===== src/rtl/jdq_pkg.sv =====
// ----------------------------------------------------------------------------
// jdq_pkg
// shared types, register map and direction codes for the direction qualifier
// ----------------------------------------------------------------------------
package jdq_pkg;

    localparam int AXIS_W   = 12;
    localparam int ZONE_W   = 11;
    localparam int DEB_W    = 16;
    localparam int STAMP_W  = 32;
    localparam int PADDR_W  = 4;
    localparam int PDATA_W  = 32;

    // register indexes (paddr[3:2])
    localparam logic [1:0] REG_X_CENTER    = 2'd0;
    localparam logic [1:0] REG_Y_CENTER    = 2'd1;
    localparam logic [1:0] REG_DEAD_ZONE   = 2'd2;
    localparam logic [1:0] REG_DEBOUNCE_MS = 2'd3;

    localparam logic [AXIS_W-1:0] X_CENTER_RST    = 12'd2048;
    localparam logic [AXIS_W-1:0] Y_CENTER_RST    = 12'd2048;
    localparam logic [ZONE_W-1:0] DEAD_ZONE_RST   = 11'd500;
    localparam logic [DEB_W-1:0]  DEBOUNCE_MS_RST = 16'd50;

    typedef enum logic [2:0] {
        DIR_NONE  = 3'd0,
        DIR_UP    = 3'd1,
        DIR_DOWN  = 3'd2,
        DIR_LEFT  = 3'd3,
        DIR_RIGHT = 3'd4,
        DIR_PRESS = 3'd5
    } dir_t;

    typedef struct packed {
        logic [AXIS_W-1:0]  x_sample;
        logic [AXIS_W-1:0]  y_sample;
        logic               button_level;
        logic [STAMP_W-1:0] now_ms;
    } in_t;

    typedef struct packed {
        dir_t               direction;
        logic               button_held;
        logic               button_new_press;
        logic [STAMP_W-1:0] last_action_ms;
    } out_t;

    typedef struct packed {
        logic [AXIS_W-1:0] x_center;
        logic [AXIS_W-1:0] y_center;
        logic [ZONE_W-1:0] dead_zone;
        logic [DEB_W-1:0]  debounce_ms;
    } cfg_t;

    // classifier status toward the state update
    typedef struct packed {
        dir_t dir;
        logic center;
    } cls_t;

endpackage


===== src/rtl/jdq_regs.sv =====
// ----------------------------------------------------------------------------
// jdq_regs
// apb-style configuration registers: centers, dead zone, debounce time
// ----------------------------------------------------------------------------
module jdq_regs (
    input  logic                          clk,
    input  logic                          rst_n,
    input  logic                          psel,
    input  logic                          penable,
    input  logic                          pwrite,
    input  logic [jdq_pkg::PADDR_W-1:0]   paddr,
    input  logic [jdq_pkg::PDATA_W-1:0]   pwdata,
    output logic [jdq_pkg::PDATA_W-1:0]   prdata,
    output logic                          pready,
    output jdq_pkg::cfg_t                 cfg
);
    import jdq_pkg::*;

    cfg_t       cfg_reg;
    cfg_t       cfg_next;
    logic       wr_en;
    logic [1:0] reg_idx;

    assign pready  = 1'b1;
    assign wr_en   = psel && penable && pwrite && pready;
    assign reg_idx = paddr[3:2];

    always_comb
    begin
        cfg_next = cfg_reg;
        if (wr_en)
        begin
            case (reg_idx)
                REG_X_CENTER:    cfg_next.x_center    = pwdata[AXIS_W-1:0];
                REG_Y_CENTER:    cfg_next.y_center    = pwdata[AXIS_W-1:0];
                REG_DEAD_ZONE:   cfg_next.dead_zone   = pwdata[ZONE_W-1:0];
                REG_DEBOUNCE_MS: cfg_next.debounce_ms = pwdata[DEB_W-1:0];
                default:         cfg_next = cfg_reg;
            endcase
        end
    end

    always_ff @(posedge clk or negedge rst_n)
    begin
        if (!rst_n)
        begin
            cfg_reg.x_center    <= X_CENTER_RST;
            cfg_reg.y_center    <= Y_CENTER_RST;
            cfg_reg.dead_zone   <= DEAD_ZONE_RST;
            cfg_reg.debounce_ms <= DEBOUNCE_MS_RST;
        end
        else
        begin
            cfg_reg <= cfg_next;
        end
    end

    always_comb
    begin
        case (reg_idx)
            REG_X_CENTER:    prdata = {{(PDATA_W-AXIS_W){1'b0}}, cfg_reg.x_center};
            REG_Y_CENTER:    prdata = {{(PDATA_W-AXIS_W){1'b0}}, cfg_reg.y_center};
            REG_DEAD_ZONE:   prdata = {{(PDATA_W-ZONE_W){1'b0}}, cfg_reg.dead_zone};
            REG_DEBOUNCE_MS: prdata = {{(PDATA_W-DEB_W){1'b0}}, cfg_reg.debounce_ms};
            default:         prdata = '0;
        endcase
    end

    assign cfg = cfg_reg;

endmodule


===== src/rtl/jdq_classify.sv =====
// ----------------------------------------------------------------------------
// jdq_classify
// stick direction outside the dead zone and the half-zone center test
// ----------------------------------------------------------------------------
module jdq_classify (
    input  jdq_pkg::in_t  item,
    input  jdq_pkg::cfg_t cfg,
    output jdq_pkg::cls_t cls
);
    import jdq_pkg::*;

    logic signed [AXIS_W+1:0] x_s;
    logic signed [AXIS_W+1:0] y_s;
    logic signed [AXIS_W+1:0] x_lo;
    logic signed [AXIS_W+1:0] x_hi;
    logic signed [AXIS_W+1:0] y_lo;
    logic signed [AXIS_W+1:0] y_hi;
    logic signed [AXIS_W:0]   dx;
    logic signed [AXIS_W:0]   dy;
    logic        [AXIS_W:0]   ax;
    logic        [AXIS_W:0]   ay;
    logic        [AXIS_W:0]   half;
    dir_t                     nd;

    always_comb
    begin
        // all thresholds two bits wider than the axis so nothing wraps
        x_s  = $signed({2'b00, item.x_sample});
        y_s  = $signed({2'b00, item.y_sample});
        x_lo = $signed({2'b00, cfg.x_center}) - $signed({3'b000, cfg.dead_zone});
        x_hi = $signed({2'b00, cfg.x_center}) + $signed({3'b000, cfg.dead_zone});
        y_lo = $signed({2'b00, cfg.y_center}) - $signed({3'b000, cfg.dead_zone});
        y_hi = $signed({2'b00, cfg.y_center}) + $signed({3'b000, cfg.dead_zone});

        // x has priority over y
        if (x_s < x_lo)
            nd = DIR_LEFT;
        else if (x_s > x_hi)
            nd = DIR_RIGHT;
        else if (y_s < y_lo)
            nd = DIR_DOWN;
        else if (y_s > y_hi)
            nd = DIR_UP;
        else
            nd = DIR_NONE;

        dx   = $signed({1'b0, item.x_sample}) - $signed({1'b0, cfg.x_center});
        dy   = $signed({1'b0, item.y_sample}) - $signed({1'b0, cfg.y_center});
        ax   = dx[AXIS_W] ? $unsigned(-dx) : $unsigned(dx);
        ay   = dy[AXIS_W] ? $unsigned(-dy) : $unsigned(dy);
        half = {3'b000, cfg.dead_zone[ZONE_W-1:1]};

        cls.dir    = nd;
        cls.center = (nd == DIR_NONE) && (ax < half) && (ay < half);
    end

endmodule


===== src/rtl/jdq_state.sv =====
// ----------------------------------------------------------------------------
// jdq_state
// debounce, direction acceptance and held-direction state, one item per advance
// ----------------------------------------------------------------------------
module jdq_state (
    input  logic          clk,
    input  logic          rst_n,
    input  logic          advance,
    input  jdq_pkg::in_t  item,
    input  jdq_pkg::cfg_t cfg,
    input  jdq_pkg::cls_t cls,
    output jdq_pkg::out_t result
);
    import jdq_pkg::*;

    logic               stable_reg;
    logic               stable_next;
    logic               raw_prev_reg;
    logic [STAMP_W-1:0] change_stamp_reg;
    logic [STAMP_W-1:0] change_stamp_next;
    logic [STAMP_W-1:0] action_stamp_reg;
    logic [STAMP_W-1:0] action_stamp_next;
    dir_t               prev_dir_reg;
    dir_t               prev_dir_next;
    dir_t               held_dir_reg;
    dir_t               held_dir_next;

    logic [STAMP_W-1:0] stamp_a;
    logic [STAMP_W-1:0] elapsed;
    logic               settle;
    logic               press_now;
    dir_t               held_a;
    dir_t               held_b;
    dir_t               prev_b;
    logic [STAMP_W-1:0] action_a;
    logic               consider;
    logic               same_dir;
    logic               take_dir;

    always_comb
    begin
        // button debounce shares change stamp with the repeat timer
        stamp_a   = (item.button_level != raw_prev_reg) ? item.now_ms : change_stamp_reg;
        elapsed   = item.now_ms - stamp_a;
        settle    = (elapsed > {{(STAMP_W-DEB_W){1'b0}}, cfg.debounce_ms})
                    && (item.button_level != stable_reg);
        stable_next = settle ? item.button_level : stable_reg;
        press_now = settle && !item.button_level;
        held_a    = press_now ? DIR_PRESS : held_dir_reg;
        action_a  = press_now ? item.now_ms : action_stamp_reg;

        // new direction at once, repeat after twice the debounce time
        consider  = (held_a != DIR_PRESS) && (cls.dir != DIR_NONE);
        same_dir  = (cls.dir == prev_dir_reg);
        take_dir  = consider && (!same_dir ||
                    (elapsed > {{(STAMP_W-DEB_W-1){1'b0}}, cfg.debounce_ms, 1'b0}));
        prev_b    = (consider && !same_dir) ? cls.dir : prev_dir_reg;
        change_stamp_next = (consider && !same_dir) ? item.now_ms : stamp_a;
        held_b    = take_dir ? cls.dir : held_a;
        action_stamp_next = take_dir ? item.now_ms : action_a;

        // only the center zone clears
        prev_dir_next = cls.center ? DIR_NONE : prev_b;
        held_dir_next = cls.center ? DIR_NONE : held_b;

        result.direction        = held_dir_next;
        result.button_held      = !stable_next;
        result.button_new_press = !stable_next && item.button_level;
        result.last_action_ms   = action_stamp_next;
    end

    always_ff @(posedge clk or negedge rst_n)
    begin
        if (!rst_n)
        begin
            stable_reg       <= 1'b0;
            raw_prev_reg     <= 1'b0;
            change_stamp_reg <= '0;
            action_stamp_reg <= '0;
            prev_dir_reg     <= DIR_NONE;
            held_dir_reg     <= DIR_NONE;
        end
        else if (advance)
        begin
            stable_reg       <= stable_next;
            raw_prev_reg     <= item.button_level;
            change_stamp_reg <= change_stamp_next;
            action_stamp_reg <= action_stamp_next;
            prev_dir_reg     <= prev_dir_next;
            held_dir_reg     <= held_dir_next;
        end
    end

`ifndef SYNTHESIS
    // state only moves with an item
    a_held_stable: assert property (@(posedge clk) disable iff (!rst_n)
        !advance |=> $stable(held_dir_reg) && $stable(change_stamp_reg))
        else $error("state changed without an item");

    // press is held until the center clears it
    a_press_hold: assert property (@(posedge clk) disable iff (!rst_n)
        advance && (held_dir_reg == DIR_PRESS) && !cls.center
        |=> held_dir_reg == DIR_PRESS)
        else $error("press released outside center zone");

    // a held direction other than none was also recorded as previous or is press
    a_prev_match: assert property (@(posedge clk) disable iff (!rst_n)
        advance && take_dir && !cls.center |=> held_dir_reg == prev_dir_reg)
        else $error("accepted direction not recorded");
`endif

endmodule


===== src/rtl/joystick_direction_qualifier.sv =====
// ----------------------------------------------------------------------------
// joystick_direction_qualifier: debounced button and dead-zone stick direction
// path from sample request to result request: input reg, per-item logic, result reg
// throughput 1 request per cycle unless a stalled full result reg holds it back
// reset: async active low, config to defaults, debounce and direction state cleared
// ----------------------------------------------------------------------------
module joystick_direction_qualifier (
    input  logic                          clk,
    input  logic                          rst_n,
    // sample channel
    input  logic                          sample_valid,
    output logic                          sample_stall,
    input  jdq_pkg::in_t                  sample,
    // result channel
    output logic                          result_valid,
    input  logic                          result_stall,
    output jdq_pkg::out_t                 result,
    // configuration
    input  logic                          psel,
    input  logic                          penable,
    input  logic                          pwrite,
    input  logic [jdq_pkg::PADDR_W-1:0]   paddr,
    input  logic [jdq_pkg::PDATA_W-1:0]   pwdata,
    output logic [jdq_pkg::PDATA_W-1:0]   prdata,
    output logic                          pready
);
    import jdq_pkg::*;

    cfg_t cfg;
    cls_t cls;
    out_t result_next;

    // input register holds one request
    in_t  in_reg;
    logic in_valid_reg;
    logic in_valid_next;

    // result register
    out_t out_reg;
    logic out_valid_reg;
    logic out_valid_next;

    logic in_take;
    logic advance;

    // the held item moves on when the result register is free or being drained
    assign advance      = in_valid_reg && (!out_valid_reg || !result_stall);
    // stall only while the input register is full and cannot move on
    assign sample_stall = in_valid_reg && !advance;
    assign in_take      = sample_valid && !sample_stall;

    always_comb
    begin
        if (in_take)
            in_valid_next = 1'b1;
        else if (advance)
            in_valid_next = 1'b0;
        else
            in_valid_next = in_valid_reg;

        if (advance)
            out_valid_next = 1'b1;
        else if (!result_stall)
            out_valid_next = 1'b0;
        else
            out_valid_next = out_valid_reg;
    end

    always_ff @(posedge clk or negedge rst_n)
    begin
        if (!rst_n)
        begin
            in_valid_reg  <= 1'b0;
            out_valid_reg <= 1'b0;
        end
        else
        begin
            in_valid_reg  <= in_valid_next;
            out_valid_reg <= out_valid_next;
        end
    end

    // payload registers, no reset
    always_ff @(posedge clk)
    begin
        if (in_take)
            in_reg <= sample;
        if (advance)
            out_reg <= result_next;
    end

    jdq_regs u_regs (
        .clk     (clk),
        .rst_n   (rst_n),
        .psel    (psel),
        .penable (penable),
        .pwrite  (pwrite),
        .paddr   (paddr),
        .pwdata  (pwdata),
        .prdata  (prdata),
        .pready  (pready),
        .cfg     (cfg)
    );

    // direction from the registered sample
    jdq_classify u_classify (
        .item (in_reg),
        .cfg  (cfg),
        .cls  (cls)
    );

    // debounce and acceptance state, updated as the item moves to the result reg
    jdq_state u_state (
        .clk     (clk),
        .rst_n   (rst_n),
        .advance (advance),
        .item    (in_reg),
        .cfg     (cfg),
        .cls     (cls),
        .result  (result_next)
    );

    assign result_valid = out_valid_reg;
    assign result       = out_reg;

`ifndef SYNTHESIS
    // stall only with a full input register
    a_stall_full: assert property (@(posedge clk) disable iff (!rst_n)
        sample_stall |-> in_valid_reg)
        else $error("sample stalled with empty input register");

    // a held request is never dropped
    a_no_drop: assert property (@(posedge clk) disable iff (!rst_n)
        in_valid_reg && !advance |=> in_valid_reg && $stable(in_reg))
        else $error("held sample request lost");

    // every moved item shows up as a result
    a_adv_out: assert property (@(posedge clk) disable iff (!rst_n)
        advance |=> result_valid)
        else $error("result missing after advance");

    // a new press is always a held press
    a_new_press: assert property (@(posedge clk) disable iff (!rst_n)
        result_valid && result.button_new_press |-> result.button_held)
        else $error("new press without held button");
`endif

endmodule


===== config.mk =====
export PLATFORM = sky130hd
export DESIGN_NAME = joystick_direction_qualifier
export DESIGN_NICKNAME = d
export VERILOG_FILES = /design/src/rtl/jdq_pkg.sv /design/src/rtl/jdq_regs.sv /design/src/rtl/jdq_classify.sv /design/src/rtl/jdq_state.sv /design/src/rtl/joystick_direction_qualifier.sv
export SDC_FILE = /design/constraint.sdc
export NUM_CORES = 1
export LEC_CHECK = 0
export BUFFER_PORTS_ARGS = -buffer_cell sky130_fd_sc_hd__buf_2
export CORE_MARGIN = 2
export CORE_UTILIZATION = 40
export CTS_CLUSTER_SIZE = 8
export DETAILED_ROUTE_END_ITERATION = 10
export PLACE_DENSITY = 0.58
export SLEW_MARGIN = 20
export SYNTH_ARGS = -nofsm -noshare
export SYNTH_HDL_FRONTEND = slang
export SYNTH_SLANG_ARGS = --single-unit

===== constraint.sdc =====
create_clock -name clk -period 8.33 [get_ports clk]
set_input_delay 2.499 -clock clk [delete_from_list [all_inputs] [get_ports clk]]
set_output_delay 2.499 -clock clk [all_outputs]
set_load 0.01 [all_outputs]

==> flow_summary_export.csv, run 1 <==
group,metric,value,unit
synth,synth.distinct_cells,88,
synth,yosysSeqAreaShare,34.9,%
placement,place_area,18300,um2
timing,max_freq,139,MHz
timing,fin_setup_tns,0,ps
clock_tree,clock_latency,550,ps
timing,fin_ws,1130,ps
placement,pre_cts_ws,1230,ps
clock_tree,root_buffer,"clkbuf_16",
die,pin_count,172,
job,maxCapViolations,0,
setup_path,r2r_cells,25,
clock_tree,clock-sinks,219,
pwr,power.density,384,nW/um2
timing,hold_viol,0,
synth,synth_seq_cells,219,
clock_tree,cts_tree,"yes",
timing,setup_viol,0,
detailed_routing,vias,13400,
detailed_routing,drtIter0Drc,819,
pwr,power.internal,4290,uW
timing,drv_slew,0,
grt,grt_pass1_wl,71.5,mm
pwr,power.switching,3150,uW
die,start_util,40.7,%
synth,syn_avg_cell_area,9.97,um2
timing,rsz0062_at_grt,"no",
die,die_x,211,um
clock_tree,cts_resized,0,
placement,portBuffers,136,
pwr,clkPwrFrac,17.9,%
timing,clock_skew,20.9,ps
detailed_routing,routed_via_density,5.57,
timing,worst_pin_slew,1000,ps
synth,synthTopCellsByCount,"ha_1, inv_1, o21ai_0, dfrtp_1, nand2_1",
cells_and_area,stdcell_count,2409,
clock_tree,cts_buffer_depth,3,
detailed_routing,drc,0,
clock_tree,cts_hold_buf,0,
synth,synth_area_leaders,"dfrtp_1, edfxtp_1, ha_1",
status,outcome,"finished, final reports clean",
setup_path,crit_path_end_kind,"register",
grt,grt.total_usage,20.4,%
min_path,hold_class,"reg2reg",
min_path,min_to,"u_state.action_stamp_reg[1]$_DFFE_PN0P_",
setup_path,r2r-end,"result[8]$_DFFE_PP_",
synth,netlist_instances,1717,
grt,grt_pass1_vias,13200,
timing,period_share,86.4,%
die,core,42000,um2
grt,antenna_found_initial,1,
timing,slew_headroom,32.2,%
cells_and_area,drive_above_1_share,18.5,%
setup_path,rrSetupSlack,1130,ps
timing,whs,482,ps
pwr,power_frac_seq,23.5,%
setup_path,rr_startpoint,"u_regs.cfg[18]$_DFFE_PN1P_",
grt,grt_start_max_net_pins,76,
synth,synth_warnings,0,
detailed_routing,drtPass1Iterations,5,
synth,ys_async_sr_fraction,57.1,%
min_path,hp-start,"u_state.action_stamp_reg[1]$_DFFE_PN0P_",
cells_and_area,nets,2140,
pwr,irDropWorstVdd,0.211,mV
synth,synth_edf_count,94,
synth,synth_area,17100,um2
pwr,sw_frac_of_total,42.4,%
cells_and_area,largest_reg_flops,57,
synth,synthFlopType,"dfrtp_1",
synth,yosys.area.top_type,"dfrtp_1",
detailed_routing,wl_per_cell,18.6,um
detailed_routing,drt.antenna.violating_nets,0,
placement,hpwl,34.3,mm
pwr,leakagePower,0.00830,uW
timing,period_needed,7200,ps
cells_and_area,areaGrowthSynthToFinish,13.0,%
die,dieArea,44500,um2
die,chipHeight,211,um
die,core.rowCount,75,
setup_path,cp.required,8620,ps
setup_path,critPathMaxFanout,32,
synth,synth_most_common_cell,"ha_1",
cells_and_area,design_area,19300,um2
detailed_routing,wirelength,44.7,mm
placement,place_inst,2348,
setup_path,start_kind,"register",
synth,yosysTopAreaCellShare,16.7,%
setup_path,criticalPathCategory,"reg2reg",
pwr,combPwrFrac,58.5,%
grt,grt_overflow,0,
placement,place_congestion,0.924,
clock_tree,numCtsBuffers,34,
setup_path,arrival,7490,ps
clock_tree,clk_pin_slew,50,ps
clock_tree,post_cts_buffers,0,
min_path,hold_depth,1,
clock_tree,cts_max_level,2,
[layer usage]
layer | share of wire, % | up-vias | track usage [%] | routed length (um)
met5 | 0 | - | 0 | 0
met4 | 3.0 | 0 | 7.46 | 1350
met3 | 4.2 | 76 | 3.11 | 1890
met2 | 48 | 309 | 34.6 | 21400
met1 | 45 | 6460 | 26.4 | 20000
li1 | - | 6563 | - | -
[placed cells by master (no fill, tap or decap), drive strengths merged, types with 26 or more instances in the layout]
| cell | count |
|---|---|
| buf | 148 |
| a21o | 32 |
| a21oi | 111 |
| dfrtp | 114 |
| nand2 | 112 |
| mux2i | 28 |
| clkbuf | 56 |
| o21ai | 126 |
| ha | 189 |
| xnor2 | 83 |
| mux2 | 111 |
| nor2 | 94 |
| a211oi | 26 |
| nand2b | 29 |
| nor3 | 27 |
| inv | 122 |
| edfxtp | 94 |
[power by group through the flow]
| stage | clock, uW | combinational [uW] | sequential [uW] |
|---|---|---|---|
| final | 1330 | 4350 | 1750 |
| after global routing | 1410 | 4860 | 1790 |
| after CTS | 1370 | 4350 | 1750 |
| after detailed placement | 0 | 4320 | 1760 |
| after global placement | 0 | 4240 | 1760 |
| after floorplan | 0 | 3320 | 1710 |
[logic make-up (layout without fill, tap and decap cells)]
family	after synthesis	count (layout)	share of synthesized area (%)
AOI/OAI and AO/OA	461	461	17.7
xor gates and xnor gates	101	101	5.21
adders and majority gates	202	202	14.9
buffers and inverters	193	330	4.88
DFF	219	219	34.9
muxes	150	150	11.0
other	2	18	0.0439
and+or+nand+nor	389	389	11.3
[critical path, stage by stage, from the launching register on]
cell	delay, ps
dfstp_2	560
inv_1	130
ha_1	420
inv_1	80
o21ai_0	310
a21oi_1	120
o21ai_0	300
a21oi_1	120
o21ai_0	270
a21o_1	190
a21oi_1	90
o21ai_0	230
xnor2_1	150
ha_1	290
a21o_1	210
a211oi_1	220
o21ai_0	140
a211oi_1	690
a31oi_1	180
a21o_1	280
xnor2_1	200
nand3_1	170
or4b_4	560
a21oi_4	150
buf_4	440
mux2_2	410
[how the worst max path moves through the flow]
stage | startpoint | endpoint | slack, ps
3_3_place_gp | u_regs.cfg[18]$_DFFE_PN1P_ | result[12]$_DFFE_PP_ | 1390
4_1_cts | u_regs.cfg[18]$_DFFE_PN1P_ | result[8]$_DFFE_PP_ | 1220
2_1_floorplan | paddr[3] | prdata[10] | 2060
5_1_grt | u_regs.cfg[18]$_DFFE_PN1P_ | result[9]$_DFFE_PP_ | 670
3_5_place_dp | u_regs.cfg[18]$_DFFE_PN1P_ | result[15]$_DFFE_PP_ | 1230
6_report | u_regs.cfg[18]$_DFFE_PN1P_ | result[8]$_DFFE_PP_ | 1130
[area by class of cell]
| cell class | count | area, um2 |
|---|---|---|
| fill | 3986 | 22700 |
| clock buffer | 56 | 955 |
| clock inverter | 4 | 73.8 |
| antenna | 1 | 2.50 |
| multi-input combinational | 1320 | 10400 |
| sequential | 219 | 5960 |
| inverter | 122 | 459 |
| tap | 539 | 674 |
| timing repair buffer | 148 | 777 |
[stage by stage]
stage          utilization (%)  power [uW]
2_1_floorplan                -        5030
3_3_place_gp              43.5        6000
3_5_place_dp              43.5        6080
4_1_cts                   46.0        7480
5_1_grt                   46.0        8070
6_report                  46.0        7430
Note: power is estimated with default switching activity, not from simulation.
==> run 2, diff against run 1 <==
--- a/config.mk
+++ b/config.mk
@@ -7,10 +7,10 @@
 export LEC_CHECK = 0
 export BUFFER_PORTS_ARGS = -buffer_cell sky130_fd_sc_hd__buf_2
 export CORE_MARGIN = 2
-export CORE_UTILIZATION = 40
+export CORE_UTILIZATION = 30
 export CTS_CLUSTER_SIZE = 8
 export DETAILED_ROUTE_END_ITERATION = 10
-export PLACE_DENSITY = 0.58
+export PLACE_DENSITY = 0.46
 export SLEW_MARGIN = 20
 export SYNTH_ARGS = -nofsm -noshare
 export SYNTH_HDL_FRONTEND = slang
==> constraint.sdc (replaced) <==
create_clock -name clk -period 8.33 [get_ports clk]
set_input_delay 0.4165 -clock clk [delete_from_list [all_inputs] [get_ports clk]]
set_output_delay 0.4165 -clock clk [all_outputs]
set_load 0.01 [all_outputs]
==> run 2 against run 1 <==
Worst hold slack lost 440 ps. Global-route usage fell by 3.7 points. Die area grew 33%. Worst setup slack improved by 140 ps. Sequential power is essentially flat. Combinational power grew 1%. Cell count up 9.1%. Power rose by 0.49%. Clock skew down 4.4 ps.
==> flow_summary_export.csv, run 2 (synthesis results as in run 1) <==
group,metric,value,unit
status,outcome,"finished, final reports clean",
setup_path,r2r_cells,25,
clock_tree,clock-sinks,219,
cells_and_area,final_common_cell,"ha_1",
cells_and_area,drive_above_1_share,18.4,%
detailed_routing,drc,0,
clock_tree,numCtsBuffers,34,
timing,setup_viol,0,
detailed_routing,wl_per_cell,18.7,um
die,die_x,243,um
timing,whs,41.1,ps
cells_and_area,stdcell_count,2628,
cells_and_area,largest_reg_flops,57,
detailed_routing,drtIter0Drc,587,
timing,slew_headroom,33.6,%
clock_tree,cts_tree,"yes",
timing,fin_setup_tns,0,ps
grt,grt_pass1_wl,77.8,mm
grt,grt_overflow,0,
detailed_routing,drt.antenna.violating_nets,0,
clock_tree,post_cts_buffers,0,
die,start_util,30.3,%
timing,period_share,84.7,%
cells_and_area,final_cell_mix,"ha_1, buf_2, o21ai_0",
die,core.rowCount,87,
timing,clock_skew,16.5,ps
cells_and_area,antenna_cells,0,
cells_and_area,areaGrowthSynthToFinish,14.5,%
cells_and_area,nets,2142,
timing,fin_ws,1270,ps
setup_path,crit_path_end_kind,"register",
timing,drv_slew,0,
clock_tree,clk_pin_slew,50,ps
setup_path,rrSetupSlack,1270,ps
grt,antenna_found_initial,1,
pwr,leakagePower,0.00830,uW
placement,place_area,18600,um2
job,maxCapViolations,0,
grt,grt_start_max_net_pins,68,
pwr,irDropWorstVdd,0.170,mV
grt,grt.total_usage,16.7,%
detailed_routing,routed_via_density,5.08,
pwr,power.density,381,nW/um2
placement,pre_cts_ws,1290,ps
grt,grt_pass1_vias,13700,
placement,portBuffers,136,
setup_path,cp.required,8610,ps
placement,hpwl,38.0,mm
cells_and_area,design_area,19600,um2
setup_path,critPathMaxFanout,32,
min_path,hold_depth,1,
clock_tree,cts_max_level,2,
setup_path,start_kind,"register",
min_path,hold_class,"in2reg",
timing,max_freq,142,MHz
timing,worst_pin_slew,983,ps
setup_path,criticalPathCategory,"reg2reg",
detailed_routing,wirelength,49.1,mm
detailed_routing,drtPass1Iterations,5,
clock_tree,clock_latency,550,ps
clock_tree,cts_buffer_depth,3,
die,core,56400,um2
detailed_routing,vias,13400,
timing,period_needed,7060,ps
timing,rsz0062_at_grt,"no",
die,chipHeight,243,um
placement,place_inst,2566,
setup_path,arrival,7340,ps
die,pin_count,172,
timing,hold_viol,0,
clock_tree,root_buffer,"clkbuf_16",
placement,place_congestion,0.868,
die,dieArea,59000,um2
-- run 2: cell count changes in the layout (fill, tap and decap cells not counted), sizes merged --
cell         before  now
buf             148  149
clkinvlp          1    0
inv             122  123
diode             1    0
bufinv            1    0
clkbuf           56   58
dlygate4sd3       0    1
-- run 2: repair_timing --
action,CTS,global route
setup endpoints to repair,0,0
hold buffers,1,0
resized for setup,0,0
endpoints found under the hold margin,66,0
-- run 2: cell type report --
type | instances | area [um2]
sequential | 219 | 5960
inverter | 122 | 458
timing repair buffer | 150 | 795
clock buffer | 58 | 951
fill | 5884 | 36800
multi-input combinational | 1320 | 10400
clock inverter | 3 | 40.0
tap | 756 | 946
-- run 2: metrics by stage --
stage | utilization, % | total power, uW
2_1_floorplan | - | 5030
3_3_place_gp | 33.0 | 6110
3_5_place_dp | 33.0 | 6170
4_1_cts | 34.7 | 7550
5_1_grt | 34.7 | 8160
6_report | 34.7 | 7470
-- run 2: worst paths after layout --
kind	from	end
max	u_regs.cfg[18]$_DFFE_PN1P_	result[5]$_DFFE_PP_
min	sample[55]	in_reg[55]$_DFFE_PP_
max reg2reg	u_regs.cfg[18]$_DFFE_PN1P_	result[5]$_DFFE_PP_
min reg2reg	u_state.action_stamp_reg[31]$_DFFE_PN0P_	u_state.action_stamp_reg[31]$_DFFE_PN0P_
max in group asynchronous	rst_n	u_regs.cfg[42]$_DFFE_PN0P_
min in group asynchronous	rst_n	u_state.action_stamp_reg[19]$_DFFE_PN0P_
-- run 2: power breakdown --
| part | internal (uW) | leakage (uW) | switching, uW |
|---|---|---|---|
| sequential | 1510 | 0.00236 | 237 |
| combinational | 1960 | 0.00547 | 2450 |
| clock | 777 | 0.000472 | 529 |
-- run 2: worst max-delay path, cell delays in order (launching register included) --
cell and delay (ps):
dfstp_2 560, inv_1 120, ha_1 420, inv_1 80
o21ai_0 320, a21oi_1 120, o21ai_0 310, a21oi_1 120
o21ai_0 280, a21o_1 180, a21oi_1 90, o21ai_0 220
xnor2_1 150, ha_1 280, a21o_1 190, a211oi_1 150
o21ai_0 120, a211oi_1 650, a31oi_1 160, a21o_1 270
xnor2_1 200, nand3_1 170, or4b_4 560, a21oi_4 160
buf_4 490, mux2_2 400
-- run 2: per-layer routing --
layer | share of wire, % | up-vias | global-route usage (%) | wire (um)
li1 | - | 6558 | - | -
met1 | 46 | 6446 | 21.9 | 22600
met2 | 46 | 281 | 27.6 | 22600
met3 | 4.5 | 76 | 2.90 | 2210
met4 | 3.5 | 2 | 6.12 | 1700
met5 | 0.016 | - | 0 | 8
==> run 3, diff against run 2 <==
==> constraint.sdc (replaced) <==
create_clock -name clk -period 6.7 [get_ports clk]
set_input_delay 0.335 -clock clk [delete_from_list [all_inputs] [get_ports clk]]
set_output_delay 0.335 -clock clk [all_outputs]
set_load 0.01 [all_outputs]
==> run 3 against run 2 <==
Design area up 4.6%. Worst hold slack better by 9.7 ps. Maximum frequency up 13%. Cell count up 3.2%. Critical path depth down 2. Clock power up 30%. Sequential cell count unchanged. First-iteration DRC count up 17%. Clock-buffer cell count unchanged. Register-to-register slack worse by 810 ps.
==> flow_summary_export.csv, run 3 (synthesis results as in run 1) <==
group,metric,value,unit
status,outcome,"finished, final reports clean",
cells_and_area,fillCellCount,5759,
cells_and_area,post-route-util,36.3,%
grt,grt_pass1_vias,13800,
grt,grt_pass1_wl,78.2,mm
min_path,hold_depth,3,
pwr,leakagePower,0.00870,uW
placement,place_congestion,0.896,
timing,slew_headroom,34.9,%
detailed_routing,wirelength,49.7,mm
clock_tree,clk_pin_slew,50,ps
setup_path,max_stage_delay,600,ps
cells_and_area,final_common_cell,"ha_1",
detailed_routing,drc,0,
timing,clock_skew,17.5,ps
placement,portBuffers,136,
die,pin_count,172,
timing,hold_viol,0,
die,chipHeight,243,um
detailed_routing,drtIter0Drc,684,
job,maxCapViolations,0,
setup_path,path_common_cell,"ha_1",
timing,worst_pin_slew,964,ps
cells_and_area,seqCellArea,5960,um2
setup_path,critPathMaxFanout,27,
cells_and_area,multi_input_area,10500,um2
cells_and_area,areaGrowthSynthToFinish,19.7,%
grt,grt_overflow,0,
setup_path,rr_startpoint,"in_reg[32]$_DFFE_PP_",
clock_tree,numCtsBuffers,35,
cells_and_area,largest_reg_flops,57,
setup_path,crit_chain,"xnor2_2, nand2_1, o21ai_0, ha_1, inv_1, ha_1, o22ai_1, a311oi_4, a22o_1, a21oi_1, o32ai_1, ha_1, a21o_1, a21oi_1, nor2_1, a2111oi_0, o21ai_0, o221ai_1, nand3_1, or4b_4, a21oi_4, buf_12, mux2_2",
grt,grt.total_usage,16.8,%
setup_path,slowest_stage,"edfxtp_1",
clock_tree,clock_latency,550,ps
placement,hpwl,38.6,mm
clock_tree,cts_max_level,2,
setup_path,arrival,6530,ps
placement,place_inst,2584,
setup_path,cpLargestDelayFamily,"compound AO/OA/AOI/OAI gates",
detailed_routing,drt.antenna.violating_nets,0,
timing,period_needed,6240,ps
die,core,56400,um2
die,start_util,30.3,%
setup_path,criticalPathCategory,"reg2reg",
detailed_routing,vias,13600,
clock_tree,root_buffer,"clkbuf_16",
grt,antenna_found_initial,0,
detailed_routing,routed_via_density,5.01,
setup_path,start_kind,"register",
min_path,hold_class,"in2reg",
timing,period_share,93.1,%
die,core.rowCount,87,
detailed_routing,drtPass1Iterations,5,
cells_and_area,nets,2223,
timing,fin_setup_tns,0,ps
clock_tree,cts_tree,"yes",
setup_path,critPathBufInv,2,
timing,setup_viol,0,
min_path,hp-start,"result_stall",
detailed_routing,wl_per_cell,18.3,um
clock_tree,clock-sinks,219,
pwr,irDropWorstVdd,0.209,mV
clock_tree,cts_buffer_depth,3,
timing,max_freq,160,MHz
pwr,power.density,466,nW/um2
cells_and_area,drive_above_1_share,19.3,%
grt,grt_start_max_net_pins,66,
cells_and_area,final_cell_mix,"ha_1, buf_2, inv_1",
setup_path,cp.required,6990,ps
setup_path,crit_path_end_kind,"register",
timing,drv_slew,0,
cells_and_area,stdcell_count,2712,
die,dieArea,59000,um2
setup_path,r2r-end,"result[15]$_DFFE_PP_",
timing,rsz0062_at_grt,"no",
die,die_x,243,um
setup_path,rrSetupSlack,460,ps
setup_path,r2r_cells,23,
min_path,min_to,"result_valid$_DFFE_PN0P_",
-- run 3: cell count changes in the layout (fill, tap and decap cells not counted), moves of 2 or more --
cell | before | now
buf_12 | 0 | 3
buf_4 | 13 | 30
clkbuf_1 | 23 | 19
clkbuf_8 | 1 | 4
clkinv_2 | 0 | 3
dlygate4sd3_1 | 1 | 61
ha_1 | 189 | 187
ha_2 | 0 | 2
o21ai_0 | 122 | 119
o21ai_1 | 4 | 7
-- run 3: worst max path at each step --
| stage | start | to | slack (ps) | cells after the start |
|---|---|---|---|---|
| 3_5_place_dp | u_regs.cfg[18]$_DFFE_PN1P_ | result[16]$_DFFE_PP_ | 140 | 26 |
| 2_1_floorplan | in_reg[32]$_DFFE_PP_ | result[10]$_DFFE_PP_ | 790 | 25 |
| 3_3_place_gp | u_regs.cfg[18]$_DFFE_PN1P_ | result[6]$_DFFE_PP_ | 260 | 26 |
| 4_1_cts | u_regs.cfg[18]$_DFFE_PN1P_ | result[8]$_DFFE_PP_ | 90 | 26 |
| 5_1_grt | u_regs.cfg[18]$_DFFE_PN1P_ | result[8]$_DFFE_PP_ | 40 | 26 |
| 6_report | in_reg[32]$_DFFE_PP_ | result[15]$_DFFE_PP_ | 460 | 23 |
-- run 3: report_power, final --
group          total [uW]  internal, uW  leakage [uW]  switching (uW)
Sequential           2180          1880       0.00236             297
Clock                1700          1030      0.000517             670
Combinational        5660          2580       0.00583            3080
Total                9540          5490       0.00870            4050
-- run 3: metrics by stage --
stage	instance area (um2)	setup WS (ps)	hold WS (ps)	total power, uW
4_1_cts	20400	89.1	15.7	9640
2_1_floorplan	17200	786	39.4	6250
3_3_place_gp	18800	263	386	7750
6_report	20500	461	50.9	9540
3_5_place_dp	18800	138	381	7830
5_1_grt	20500	41.9	42.3	10400
-- run 3: repair_timing --
item,CTS,global route
setup buffers,0,2
hold buffers,61,0
resized for setup,0,9
setup endpoints to repair,0,99
endpoints found under the hold margin,124,0
-- run 3: layer usage --
metal  GRT usage, %  vias up  routed length (um)
met2           28.6      227               23600
met1           21.9     6560               23000
met3           2.84       59                2020
met4           4.82        0                1060
met5              0        -                   0
li1               -     6728                   -
-- run 3: final cells by class --
| type | instances | share of cell area, % |
|---|---|---|
| Inverter | 122 | 2.25 |
| Antenna cell | 1 | 0.0122 |
| Clock inverter | 6 | 0.342 |
| Tap cell | 756 | 4.62 |
| Sequential cell | 219 | 29.1 |
| Multi-Input combinational cell | 1320 | 51.0 |
| Timing Repair Buffer | 230 | 7.73 |
| Clock buffer | 58 | 4.89 |
-- run 3: worst reg2reg max path, delay by kind of cell, from the launching register on --
kind,cells,cell delay (ps)
buf+inv,2,290
compound gates,12,2780
xor+xnor,1,250
fa+ha+maj,3,790
flops,1,600
simple gates,4,880
mux,1,410
